## src/rtl/core/jna_pkg.sv

```systemverilog
// Shared constants for the joystick normaliser and its averaging filter.
// No dependencies; the core takes these by scoped name.
`default_nettype none

package jna_pkg;

	// Widths of the command values and configuration data, the samples, the aux buttons and the register index.
	localparam int CMD_W = 16;
	localparam int SAMPLE_W = 10;
	localparam int AUX_W = 6;
	localparam int CFG_IDX_W = 4;

	// Normalisation: v = (SCALE_GAIN * (s - ref) + SCALE_OFFSET * ref) / ref.
	localparam int SCALE_GAIN = 2500;
	localparam int SCALE_OFFSET = 500;

	// History entries read as this value until first written.
	localparam int NEUTRAL_RESET = 500;

	// Shared divider: magnitude width, divisor width, bits retired per cycle, iteration count and counter width.
	localparam int DIV_W = 24;
	localparam int DVS_W = 10;
	localparam int DIV_RADIX = 4;
	localparam int DIV_ITER = DIV_W / DIV_RADIX;
	localparam int DIV_CNT_W = 3;

	// Configuration register indexes.
	localparam logic [CFG_IDX_W-1:0] REG_INPUT_MODE = 4'd0;
	localparam logic [CFG_IDX_W-1:0] REG_OUT_MIN = 4'd1;
	localparam logic [CFG_IDX_W-1:0] REG_OUT_MID = 4'd2;
	localparam logic [CFG_IDX_W-1:0] REG_OUT_MAX = 4'd3;

	localparam logic MODE_ANALOG = 1'b0;
	localparam logic MODE_DIGITAL = 1'b1;

endpackage : jna_pkg

`default_nettype wire

```

## src/rtl/core/joystick_normalize_average.sv

```systemverilog
// Joystick poll normaliser with a running-sum moving average.
// Depends on jna_pkg for constants and configuration register indexes.
`default_nettype none

// One poll enters per transaction on the input channel and gives exactly one command
// transaction on the output channel. In analog mode an accepted poll passes through the load,
// divide, post-processing, update and finish states before its result reaches the output
// register. A single shared restoring divider, retiring four quotient bits per cycle, runs
// four divisions in turn, each framed by a load and a post-processing state. The speed and
// direction normalisations against the reference come first, then the update state writes
// the history memory and updates the running sums, then the two window averages run, and the
// finish state loads the result. In digital mode an accepted poll goes straight to the finish
// state, which loads its result. While the output register is stalled the finished result
// waits and those stall cycles add to the poll. The input is stalled while a
// poll is in progress; a finished result waits in the output register and the next poll may
// be accepted meanwhile. The history lives in a WINDOW_LEN-entry memory with one valid flag
// per entry, so no clearing pass follows reset. Configuration is taken on any cycle but must
// only be written while the block is idle.
module joystick_normalize_average #(
	parameter int WINDOW_LEN = 16
) (
	input  wire                                 clk,
	input  wire                                 arst_n,

	input  wire                                 cfg_valid,
	output logic                                cfg_ready,
	input  wire  [jna_pkg::CFG_IDX_W-1:0]       cfg_index,
	input  wire  [jna_pkg::CMD_W-1:0]           cfg_data,

	input  wire                                 in_valid,
	output logic                                in_stall,
	input  wire  [jna_pkg::SAMPLE_W-1:0]        speed_sample,
	input  wire  [jna_pkg::SAMPLE_W-1:0]        direction_sample,
	input  wire  [jna_pkg::SAMPLE_W-1:0]        reference_sample,
	input  wire                                 front_n,
	input  wire                                 back_n,
	input  wire                                 left_n,
	input  wire                                 right_n,
	input  wire                                 menu_n,
	input  wire                                 detect_n,
	input  wire  [jna_pkg::AUX_W-1:0]           aux_buttons_n,

	output logic                                out_valid,
	input  wire                                 out_stall,
	output logic signed [jna_pkg::CMD_W-1:0]    delta_y,
	output logic signed [jna_pkg::CMD_W-1:0]    delta_x,
	output logic                                menu,
	output logic                                menu_valid,
	output logic [jna_pkg::AUX_W-1:0]           aux_buttons,
	output logic                                aux_valid
);

	localparam int CMD_W = jna_pkg::CMD_W;
	localparam int DIV_W = jna_pkg::DIV_W;
	localparam int DVS_W = jna_pkg::DVS_W;
	localparam int CNT_W = jna_pkg::DIV_CNT_W;
	localparam int OPND_W = DIV_W + 1;
	localparam int WPOS_W = $clog2(WINDOW_LEN);
	localparam int SUM_W = CMD_W + $clog2(WINDOW_LEN);

	typedef enum logic [5:0] {
		ST_IDLE   = 6'b000001,
		ST_LOAD   = 6'b000010,
		ST_DIV    = 6'b000100,
		ST_POST   = 6'b001000,
		ST_UPDATE = 6'b010000,
		ST_FINISH = 6'b100000
	} state_t;

	typedef enum logic [1:0] {
		OP_NORM_SPEED = 2'd0,
		OP_NORM_DIR   = 2'd1,
		OP_AVG_SPEED  = 2'd2,
		OP_AVG_DIR    = 2'd3
	} op_t;

	// Configuration registers.
	logic                    input_mode_q;
	logic signed [CMD_W-1:0] out_min_q;
	logic signed [CMD_W-1:0] out_mid_q;
	logic signed [CMD_W-1:0] out_max_q;

	// Sequencer and captured poll.
	state_t                       state_q;
	op_t                          op_q;
	logic [CNT_W-1:0]             cnt_q;
	logic signed [OPND_W-1:0]     num_spd_q;
	logic signed [OPND_W-1:0]     num_dir_q;
	logic [jna_pkg::SAMPLE_W-1:0] ref_q;
	logic                         ref_zero_q;

	// Shared divider.
	logic [DVS_W-1:0] rem_q;
	logic [DIV_W-1:0] dvd_q;
	logic [DVS_W-1:0] dvs_q;
	logic             neg_q;

	// Filter state.
	logic [2*CMD_W-1:0]       hist_mem [WINDOW_LEN];
	logic [WINDOW_LEN-1:0]    hist_vld_q;
	logic [2*CMD_W-1:0]       hist_rd_q;
	logic                     hist_rd_vld_q;
	logic [WPOS_W-1:0]        wpos_q;
	logic signed [SUM_W-1:0]  sum_spd_q;
	logic signed [SUM_W-1:0]  sum_dir_q;
	logic signed [CMD_W-1:0]  vs_q;
	logic signed [CMD_W-1:0]  vd_q;

	// Result being assembled, and the output register.
	logic signed [CMD_W-1:0]      dy_q;
	logic signed [CMD_W-1:0]      dx_q;
	logic                         menu_q;
	logic                         menu_vld_q;
	logic [jna_pkg::AUX_W-1:0]    aux_q;
	logic                         aux_vld_q;
	logic                         out_valid_q;
	logic signed [CMD_W-1:0]      delta_y_q;
	logic signed [CMD_W-1:0]      delta_x_q;
	logic                         menu_out_q;
	logic                         menu_valid_q;
	logic [jna_pkg::AUX_W-1:0]    aux_buttons_q;
	logic                         aux_valid_q;

	logic                         in_acc;
	logic                         out_free;
	logic signed [OPND_W-1:0]     num_spd;
	logic signed [OPND_W-1:0]     num_dir;
	logic signed [OPND_W-1:0]     opnd;
	logic [DVS_W-1:0]             opnd_dvs;
	logic [OPND_W-1:0]            opnd_mag;
	logic [DVS_W-1:0]             rem_nxt;
	logic [DIV_W-1:0]             dvd_nxt;
	logic [DVS_W:0]               trial;
	logic signed [OPND_W-1:0]     quo;
	logic signed [OPND_W-1:0]     norm_raw;
	logic signed [OPND_W-1:0]     norm_lo;
	logic signed [OPND_W-1:0]     norm_cl;
	logic signed [CMD_W-1:0]      old_spd;
	logic signed [CMD_W-1:0]      old_dir;
	logic signed [CMD_W-1:0]      dig_dy;
	logic signed [CMD_W-1:0]      dig_dx;
	logic                         last_pos;

	assign cfg_ready = 1'b1;
	assign in_stall = (state_q != ST_IDLE);
	assign in_acc = in_valid && !in_stall;
	assign out_free = !out_valid_q || !out_stall;

	assign out_valid = out_valid_q;
	assign delta_y = delta_y_q;
	assign delta_x = delta_x_q;
	assign menu = menu_out_q;
	assign menu_valid = menu_valid_q;
	assign aux_buttons = aux_buttons_q;
	assign aux_valid = aux_valid_q;

	always_ff @(posedge clk or negedge arst_n) begin
		if (!arst_n) begin
			input_mode_q <= jna_pkg::MODE_ANALOG;
			out_min_q <= -16'sd2000;
			out_mid_q <= 16'sd500;
			out_max_q <= 16'sd3000;
		end else if (cfg_valid && cfg_ready) begin
			case (cfg_index)
				jna_pkg::REG_INPUT_MODE: input_mode_q <= cfg_data[0];
				jna_pkg::REG_OUT_MIN: out_min_q <= cfg_data;
				jna_pkg::REG_OUT_MID: out_mid_q <= cfg_data;
				jna_pkg::REG_OUT_MAX: out_max_q <= cfg_data;
				default: ;
			endcase
		end
	end

	// The numerator wraps in modular arithmetic, which is exact for its signed range.
	assign num_spd = OPND_W'(speed_sample) * OPND_W'(jna_pkg::SCALE_GAIN)
		- OPND_W'(reference_sample) * OPND_W'(jna_pkg::SCALE_GAIN - jna_pkg::SCALE_OFFSET);
	assign num_dir = OPND_W'(direction_sample) * OPND_W'(jna_pkg::SCALE_GAIN)
		- OPND_W'(reference_sample) * OPND_W'(jna_pkg::SCALE_GAIN - jna_pkg::SCALE_OFFSET);

	// Digital switches: opposing pins together give the neutral value.
	always_comb begin
		if (!front_n && back_n) begin
			dig_dy = out_max_q;
		end else if (!back_n && front_n) begin
			dig_dy = out_min_q;
		end else begin
			dig_dy = out_mid_q;
		end
		if (!left_n && right_n) begin
			dig_dx = out_min_q;
		end else if (!right_n && left_n) begin
			dig_dx = out_max_q;
		end else begin
			dig_dx = out_mid_q;
		end
	end

	always_comb begin
		case (op_q)
			OP_NORM_SPEED: opnd = num_spd_q;
			OP_NORM_DIR: opnd = num_dir_q;
			OP_AVG_SPEED: opnd = OPND_W'(sum_spd_q);
			OP_AVG_DIR: opnd = OPND_W'(sum_dir_q);
			default: opnd = '0;
		endcase
		if (op_q == OP_NORM_SPEED || op_q == OP_NORM_DIR) begin
			opnd_dvs = DVS_W'(ref_q);
		end else begin
			opnd_dvs = DVS_W'(WINDOW_LEN);
		end
		opnd_mag = opnd[OPND_W-1] ? OPND_W'(-opnd) : OPND_W'(opnd);
	end

	// Restoring division, several quotient bits per cycle.
	always_comb begin
		rem_nxt = rem_q;
		dvd_nxt = dvd_q;
		trial = '0;
		for (int i = 0; i < jna_pkg::DIV_RADIX; i++) begin
			trial = {rem_nxt, dvd_nxt[DIV_W-1]};
			dvd_nxt = {dvd_nxt[DIV_W-2:0], 1'b0};
			if (trial >= {1'b0, dvs_q}) begin
				rem_nxt = DVS_W'(trial - {1'b0, dvs_q});
				dvd_nxt[0] = 1'b1;
			end else begin
				rem_nxt = trial[DVS_W-1:0];
			end
		end
	end

	// Quotient with truncation toward zero, then the clamp: ceiling applied last.
	always_comb begin
		quo = neg_q ? -$signed({1'b0, dvd_q}) : $signed({1'b0, dvd_q});
		norm_raw = ref_zero_q ? OPND_W'(out_mid_q) : quo;
		norm_lo = (norm_raw < OPND_W'(out_min_q)) ? OPND_W'(out_min_q) : norm_raw;
		norm_cl = (norm_lo > OPND_W'(out_max_q)) ? OPND_W'(out_max_q) : norm_lo;
	end

	assign old_spd = hist_rd_vld_q ? $signed(hist_rd_q[2*CMD_W-1:CMD_W])
		: CMD_W'(jna_pkg::NEUTRAL_RESET);
	assign old_dir = hist_rd_vld_q ? $signed(hist_rd_q[CMD_W-1:0])
		: CMD_W'(jna_pkg::NEUTRAL_RESET);
	assign last_pos = (wpos_q == WPOS_W'(WINDOW_LEN - 1));

	always_ff @(posedge clk) begin
		if (in_acc) begin
			hist_rd_q <= hist_mem[wpos_q];
		end
		if (state_q == ST_UPDATE) begin
			hist_mem[wpos_q] <= {vs_q, vd_q};
		end
	end

	always_ff @(posedge clk or negedge arst_n) begin
		if (!arst_n) begin
			state_q <= ST_IDLE;
			op_q <= OP_NORM_SPEED;
			cnt_q <= '0;
			hist_vld_q <= '0;
			hist_rd_vld_q <= 1'b0;
			wpos_q <= '0;
			sum_spd_q <= SUM_W'(jna_pkg::NEUTRAL_RESET * WINDOW_LEN);
			sum_dir_q <= SUM_W'(jna_pkg::NEUTRAL_RESET * WINDOW_LEN);
			out_valid_q <= 1'b0;
		end else begin
			if (out_valid_q && !out_stall && state_q != ST_FINISH) begin
				out_valid_q <= 1'b0;
			end
			case (state_q)
				ST_IDLE: begin
					if (in_acc) begin
						num_spd_q <= num_spd;
						num_dir_q <= num_dir;
						ref_q <= reference_sample;
						ref_zero_q <= (reference_sample == '0);
						hist_rd_vld_q <= hist_vld_q[wpos_q];
						op_q <= OP_NORM_SPEED;
						if (input_mode_q == jna_pkg::MODE_DIGITAL) begin
							menu_vld_q <= 1'b1;
							if (detect_n) begin
								dy_q <= out_mid_q;
								dx_q <= out_mid_q;
								menu_q <= 1'b0;
								aux_q <= '0;
								aux_vld_q <= 1'b0;
							end else begin
								dy_q <= dig_dy;
								dx_q <= dig_dx;
								menu_q <= !menu_n;
								aux_q <= ~aux_buttons_n;
								aux_vld_q <= 1'b1;
							end
							state_q <= ST_FINISH;
						end else begin
							menu_q <= 1'b0;
							menu_vld_q <= 1'b0;
							aux_q <= ~aux_buttons_n;
							aux_vld_q <= 1'b1;
							state_q <= ST_LOAD;
						end
					end
				end
				ST_LOAD: begin
					rem_q <= '0;
					dvd_q <= DIV_W'(opnd_mag);
					dvs_q <= opnd_dvs;
					neg_q <= opnd[OPND_W-1];
					cnt_q <= '0;
					state_q <= ST_DIV;
				end
				ST_DIV: begin
					rem_q <= rem_nxt;
					dvd_q <= dvd_nxt;
					cnt_q <= cnt_q + 1'b1;
					if (cnt_q == CNT_W'(jna_pkg::DIV_ITER - 1)) begin
						state_q <= ST_POST;
					end
				end
				ST_POST: begin
					case (op_q)
						OP_NORM_SPEED: begin
							vs_q <= CMD_W'(norm_cl);
							op_q <= OP_NORM_DIR;
							state_q <= ST_LOAD;
						end
						OP_NORM_DIR: begin
							vd_q <= CMD_W'(norm_cl);
							state_q <= ST_UPDATE;
						end
						OP_AVG_SPEED: begin
							dy_q <= CMD_W'(quo);
							op_q <= OP_AVG_DIR;
							state_q <= ST_LOAD;
						end
						OP_AVG_DIR: begin
							dx_q <= CMD_W'(quo);
							state_q <= ST_FINISH;
						end
						default: state_q <= ST_IDLE;
					endcase
				end
				ST_UPDATE: begin
					sum_spd_q <= sum_spd_q + SUM_W'(vs_q) - SUM_W'(old_spd);
					sum_dir_q <= sum_dir_q + SUM_W'(vd_q) - SUM_W'(old_dir);
					hist_vld_q[wpos_q] <= 1'b1;
					wpos_q <= last_pos ? '0 : wpos_q + 1'b1;
					op_q <= OP_AVG_SPEED;
					state_q <= ST_LOAD;
				end
				ST_FINISH: begin
					if (out_free) begin
						out_valid_q <= 1'b1;
						state_q <= ST_IDLE;
					end
				end
				default: state_q <= ST_IDLE;
			endcase
		end
	end

	always_ff @(posedge clk) begin
		if (state_q == ST_FINISH && out_free) begin
			delta_y_q <= dy_q;
			delta_x_q <= dx_q;
			menu_out_q <= menu_q;
			menu_valid_q <= menu_vld_q;
			aux_buttons_q <= aux_q;
			aux_valid_q <= aux_vld_q;
		end
	end

	// An accepted poll always starts work on the following cycle.
	a_accept_busy: assert property (@(posedge clk) disable iff (!arst_n)
		in_acc |=> (state_q == ST_LOAD || state_q == ST_FINISH))
		else $error("accepted poll did not start");

	// A normalised speed value lies within the clamp bounds when they are ordered.
	a_clamp: assert property (@(posedge clk) disable iff (!arst_n)
		(state_q == ST_POST && op_q == OP_NORM_SPEED && out_min_q <= out_max_q)
		|=> (vs_q >= out_min_q && vs_q <= out_max_q))
		else $error("normalised speed outside clamp bounds");

	// Each history update moves the write position on, and it stays inside the window.
	a_wpos_step: assert property (@(posedge clk) disable iff (!arst_n)
		state_q == ST_UPDATE |=> (wpos_q != $past(wpos_q)
			&& wpos_q <= WPOS_W'(WINDOW_LEN - 1)))
		else $error("write position did not advance within the window");

	// The result is loaded into the output register only when it is free.
	a_no_overwrite: assert property (@(posedge clk) disable iff (!arst_n)
		(out_valid_q && out_stall && state_q == ST_FINISH) |=> state_q == ST_FINISH)
		else $error("pending result overwritten");

endmodule : joystick_normalize_average

`default_nettype wire

```

## config.mk

```make
export PLATFORM = sky130hd
export DESIGN_NAME = joystick_normalize_average
export DESIGN_NICKNAME = d
export VERILOG_FILES = /design/src/rtl/core/jna_pkg.sv /design/src/rtl/core/joystick_normalize_average.sv
export SDC_FILE = /design/constraint.sdc
export NUM_CORES = 2
export LEC_CHECK = 0
export ABC_AREA = 0
export BUFFER_PORTS_ARGS = -buffer_cell sky130_fd_sc_hd__buf_2
export CAP_MARGIN = 20
export CORE_UTILIZATION = 60
export DETAILED_ROUTE_END_ITERATION = 10
export HOLD_SLACK_MARGIN = 0.05
export PLACE_DENSITY = 0.77
export SYNTH_ARGS = -nofsm -noshare
export SYNTH_HDL_FRONTEND = slang
export SYNTH_SLANG_ARGS = --single-unit
```

## constraint.sdc

```tcl
create_clock -name clk -period 24.6 [get_ports clk]
set_clock_uncertainty 0.2 [all_clocks]
set_input_delay 4.92 -clock clk [delete_from_list [all_inputs] [get_ports clk]]
set_output_delay 4.92 -clock clk [all_outputs]
set_load 0.03 [all_outputs]
```

* Yosys cells after proc, flatten, opt, wreduce, memory -nomap -nowiden
Memory sizes are Yosys's and may differ from the RTL's. A register that Yosys moved wholly into a read port is not among the register bits. Cells that the tools add are included.
Storage, ports and cells: bits in writable memories 512, memories 1, logic and storage cells 184, register bits 342, input bits 67
Memories:
- hist_mem | depth 16, bits a word 32, read ports 1, clocked after Yosys merged registers in 1, write ports 1, line joystick_normalize_average.sv:99 | logic [2*CMD_W-1:0] hist_mem [WINDOW_LEN];
Cells by class: $mul 3, muxes and demuxes 56, add/subtract/negate cells 14, eq/ne operators 23, bitwise gates (word level) 3, reductions and logical operators 41, $lt $le $gt $ge 8
Operators by type and width (number):
- $mux 16 | 15
- $pmux 25 s4 | 1
- $mux 25 | 3
- $pmux 16 s2 | 2
- $pmux 24 s2 | 1
- $sub 22x21->23 | 2
- $ge 11x10->1 | 4
- $add 20x16->20 | 2
- $mul 10x10->20 const B | 2
- $mux 10 | 4
- $sub 10x10->10 | 4
- $sub 20x16->20 | 2
- $mux 6 | 6
- $pmux 6 s6 | 1
- $gt 25x16->1 | 1
- $lt 25x16->1 | 1
- $neg 24->25 | 1
- $mux 24 | 1
- $neg 24->24 | 1
- $pmux 10 s2 | 1
- $pmux 6 s3 | 1
- $mul 10x7->17 const B | 1
- $or 16x16->16 | 1
- $reduce_and 3->1 | 5
- other kinds (41) | 85

* Depth between registers and ports, before layout
word-level depth 9, depth in mapped cells 42, gate-level depth less buffers 39

* Least setup slack after synthesis
OpenSTA, ideal clock, no wires.
kind input to register, start in reference_sample[0] (netlist bit), end reg num_dir_q[21], data pin, arrival 9.649 ns, stages on the path 20, library setup time 0.265 ns, setup slack 14.486 ns, data required time 24.135 ns, cells stage by stage fa_1 > inv_1 > fa_1 > fa_1 > inv_1 > fa_1 > ha_1 > o21ai_0 > a21boi_0 > o21ai_0 > a21oi_1 > o21ai_0 > a21oi_1 > o21a_1 > o41ai_1 > xor2_1 > ha_1 > or4_1 > o21ai_0 > xor2_1
On the way: word-level cells in the longest chain between the ends 2
Ends and longest elaborated chain:
- from (decl) | line joystick_normalize_average.sv:34 | input wire [jna_pkg::SAMPLE_W-1:0] reference_sample,
- $mul 10x7->17 | line joystick_normalize_average.sv:178 | - OPND_W'(reference_sample) * OPND_W'(jna_pkg::SCALE_GAIN - jna_pkg::SCALE_OFFSET);
- $sub 22x21->23 | line joystick_normalize_average.sv:178
- named net num_dir[21] | line joystick_normalize_average.sv:127 | logic signed [OPND_W-1:0] num_dir;
- to (signal assigned) | line joystick_normalize_average.sv:273 | num_dir_q <= num_dir;
- to (decl) | line joystick_normalize_average.sv:88 | logic signed [OPND_W-1:0] num_dir_q;
The timed path passes the listed nets, and every way through them passes these cells. A chain may end at the register's enable or synchronous reset.

* Final worst setup path
start reg dvs_q[4], end reg rem_q[1], data pin
On the way: word-level cells in the longest chain between the ends 9
Ends and longest elaborated chain:
- from (decl) | line joystick_normalize_average.sv:95 | logic [DVS_W-1:0] dvs_q;
- from (signal assigned) | line joystick_normalize_average.sv:306 | dvs_q <= opnd_dvs;
- $sub 10x10->10 or $ge 11x10->1 (tied branches) | line joystick_normalize_average.sv:223, joystick_normalize_average.sv:222
- $mux 10 | line joystick_normalize_average.sv:222 | if (trial >= {1'b0, dvs_q}) begin
- $sub 10x10->10 or $ge 11x10->1 (tied branches) | line joystick_normalize_average.sv:223, joystick_normalize_average.sv:222
- $mux 10 | line joystick_normalize_average.sv:222
- $sub 10x10->10 or $ge 11x10->1 (tied branches) | line joystick_normalize_average.sv:223, joystick_normalize_average.sv:222
- $mux 10 | line joystick_normalize_average.sv:222
- $ge 11x10->1 or $sub 10x10->10 (tied branches) | line joystick_normalize_average.sv:222, joystick_normalize_average.sv:223
- $mux 10 * | line joystick_normalize_average.sv:222
- $pmux 10 s2 * | line joystick_normalize_average.sv:269 | case (state_q)
- to (signal assigned) | line joystick_normalize_average.sv:312 | rem_q <= rem_nxt;
- to (decl) | line joystick_normalize_average.sv:93 | logic [DVS_W-1:0] rem_q;
Mark *: on every way between the ends. The rest lies on a longest branch, timed or not.

==> flow_summary.ini <==
[synth]
syn_avg_cell_area_sq_um = 13.7
synthAdderAreaFrac = 0.130
muxShareOfSynthArea = 0.111
synth.net_count = 3965
synth_warnings = 0
synth-async-reset-ratio = 0.139
ys_seq_area_frac = 0.543
synthXorXnorAreaFrac = 0.0310
synth_top_family_by_area = adder cells
ys_ff_latch = 878
syn_area_sq_um = 47500
ys.flop_type = edfxtp_1
syn_inst = 3470
synthSimpleGateAreaFrac = 0.0697
synth-edff-count = 756
synth_compound_area_frac = 0.0786
yosysUniqueCellTypes = 89

[worst_setup_path]
crit_top_cell = a21oi_1
crit_path_top_delay_cell = a21oi_2
endpoint_kind = register
worst-setup-path-type = register to register
cp_data_arrival_time_ps = 10760
critPathLaunchType = register
critPathMaxFanout = 19
crit_required_ps = 24890
slowest_delay_ps = 570

[global_routing]
antenna_found_initial = 1
track_usage = 0.278
grt_first_pass_wirelength_microns = 171000
grt_max_degree = 92
overflow = 0
grt_pass1_vias = 29500

[finish]
area_growth_syn_to_layout_pct = 9.75
layout.nets = 4094
final-seq-area_sq_um = 25800
final_common_cell = edfxtp_1
n_antenna_cell = 0
final_core_util = 0.669
n_fill_cell = 5392
multi_input_area_sq_um = 20100
mostFrequentLayoutCells = edfxtp_1 (756), inv_1 (328), ha_1 (320)
drive_gt1_frac = 0.181

[power]
power.density_nw_per_um2 = 110
finalPower_mw = 5.74
irDropWorstVdd_mv = 0.148
leakage_nw = 19.7

[timing]
hold_viol = 0
rsz0062_at_grt = no
tightestPinTransition_ps = 1120
holdWs_ps = 217
finalSetupViolations = 0
tns_ps = 0
fin_ws_ps = 14120
fmax_mhz = 95.5
relSlewSlack = 0.256
fin_crit_ps = 10480
drv_slew = 0
timing.final.crit_share = 0.426

[clock_tree]
cts_num_sinks = 878
tritoncts = yes
clockBufferDepth = 3
holdBufCountCts = 0
cts_buffers = 87
post_cts_resized = 0
cts_root_buf = clkbuf_16
clk_pin_slew_worst_paths_ps = 60
cts-htree-levels = 3
clk_latency_ps = 650
post_cts_buffers = 0

[route]
drtAntennaViolNets = 0
post_drt_wl_per_cell_microns = 23.3
vias = 29100
first_iter_violations = 2828
wirelength_microns = 110000
drtPass1Iterations = 5
routed_via_density = 6.17
drc = 0

[placement]
place.gp.congestion = 0.903
port_buffers = 109
dp_slack_ps = 13840
dp_hpwl_microns = 72500

[job]
drv_cap = 0

[floorplan]
rows = 102
dieHeight_microns = 283
core_area_sq_um = 77800
die_area_sq_um = 80200
pin_count = 111
start_util = 0.610
fp.dieW_microns = 283

[status]
status = finished clean

[min_path]
hold_class = register to register
==> cells in the mapped netlist, drive strengths merged (15+ instances only) <==
| library cell | instances | area [sq um] |
|---|---|---|
| and3 | 17 | 106 |
| nor2b | 50 | 313 |
| dfstp | 33 | 867 |
| o21ai | 230 | 1160 |
| inv | 329 | 1230 |
| xor2 | 53 | 464 |
| a21o | 37 | 278 |
| nand3 | 40 | 205 |
| mux4 | 182 | 4100 |
| xnor2 | 115 | 1010 |
| ha | 320 | 4000 |
| o211ai | 28 | 215 |
| dfrtp | 89 | 2230 |
| nand2 | 221 | 830 |
| fa | 108 | 2160 |
| or2 | 27 | 169 |
| nand2b | 32 | 200 |
| o22ai | 32 | 200 |
| buf | 31 | 175 |
| and2 | 29 | 181 |
| nor2 | 135 | 522 |
| a21oi | 112 | 572 |
| nand4 | 16 | 100 |
| mux2i | 18 | 180 |
| or3 | 15 | 98.8 |
| edfxtp | 756 | 22700 |
| o221ai | 23 | 219 |
| clkbuf | 82 | 308 |
| o21a | 19 | 143 |
| nor3 | 51 | 255 |
| mux2 | 88 | 995 |
==> routing by layer <==
metal | vias to the layer above | global-route usage | wire, microns
met5 | - | 0 | 11
met1 | 14400 | 0.373 | 43500
met4 | 2 | 0.108 | 4630
li1 | 13200 | - | -
met2 | 1243 | 0.466 | 53700
met3 | 260 | 0.0367 | 7960
==> power breakdown <==
group	leakage (nW)	switching, mW	internal [mW]	total (mW)
clock network	1.36	0.569	0.740	1.31
registers	8.35	0.0695	1.82	1.89
logic	10.0	1.47	1.07	2.54
==> cell type report <==
| class | instances | share of cell area |
|---|---|---|
| multi-input cells | 2149 | 0.385 |
| clock buffers | 103 | 0.0438 |
| well taps | 1040 | 0.0250 |
| inverters | 330 | 0.0238 |
| flip-flops and latches | 878 | 0.495 |
| repair buffers | 153 | 0.0172 |
| clock inverters | 60 | 0.0101 |
==> path summary, 6_finish.rpt <==
| check | startpoint | end | slack, ps | cells past startpoint |
|---|---|---|---|---|
| max in group asynchronous | arst_n | op_q[0] | 18730 | 2 |
| max | dvs_q[4] | rem_q[1] | 14120 | 38 |
| min reg2reg | dx_q[5] | delta_x[5] | 220 | 0 |
| min | dx_q[5] | delta_x[5] | 220 | 0 |
| max reg2reg | dvs_q[4] | rem_q[1] | 14120 | 38 |
| min in group asynchronous | arst_n | cnt_q[0] | 4040 | 1 |
==> logic make-up (layout without fill, tap and decap cells) <==
group                    after synthesis  in the layout
XOR/XNOR                             168            168
adder cells (fa/ha/maj)              428            428
flip-flops                           878            878
AND/OR/NAND/NOR                      672            672
AO/OA/AOI/OAI                        592            592
buffers and inverters                443            646
other                                  1              1
multiplexers                         288            288
==> per-stage QoR <==
step,std cells,instance area [sq um]
final,4713,52100
after global routing,4713,52100
after CTS,4713,52100
after detailed placement,4550,49300
after global placement,4550,49300
after floorplan,3470,47500
==> worst max-delay path, delay by kind of cell (launching register included) <==
kind / cells / cell delay, ps
fa+ha+maj: 4 / 1230
compound gates: 22 / 5720
simple gates: 8 / 1840
buf+inv: 2 / 260
flops: 1 / 360
mux: 2 / 650
==> state kept, by name, indices dropped and copies added (netlist names), 10 cells and up <==
name	flops
out_min_q	16
ref_q	10
hist_mem	512
out_mid_q	16
vs_q	16
num_dir_q	21
vd_q	16
delta_x	16
rem_q	10
out_max_q	16
sum_dir_q	20
delta_y	16
dy_q	16
dvs_q	10
hist_vld_q	16
dvd_q	24
dx_q	16
hist_rd_q	32
sum_spd_q	20
num_spd_q	21
No activity file was read; power rests on OpenSTA's default activity.
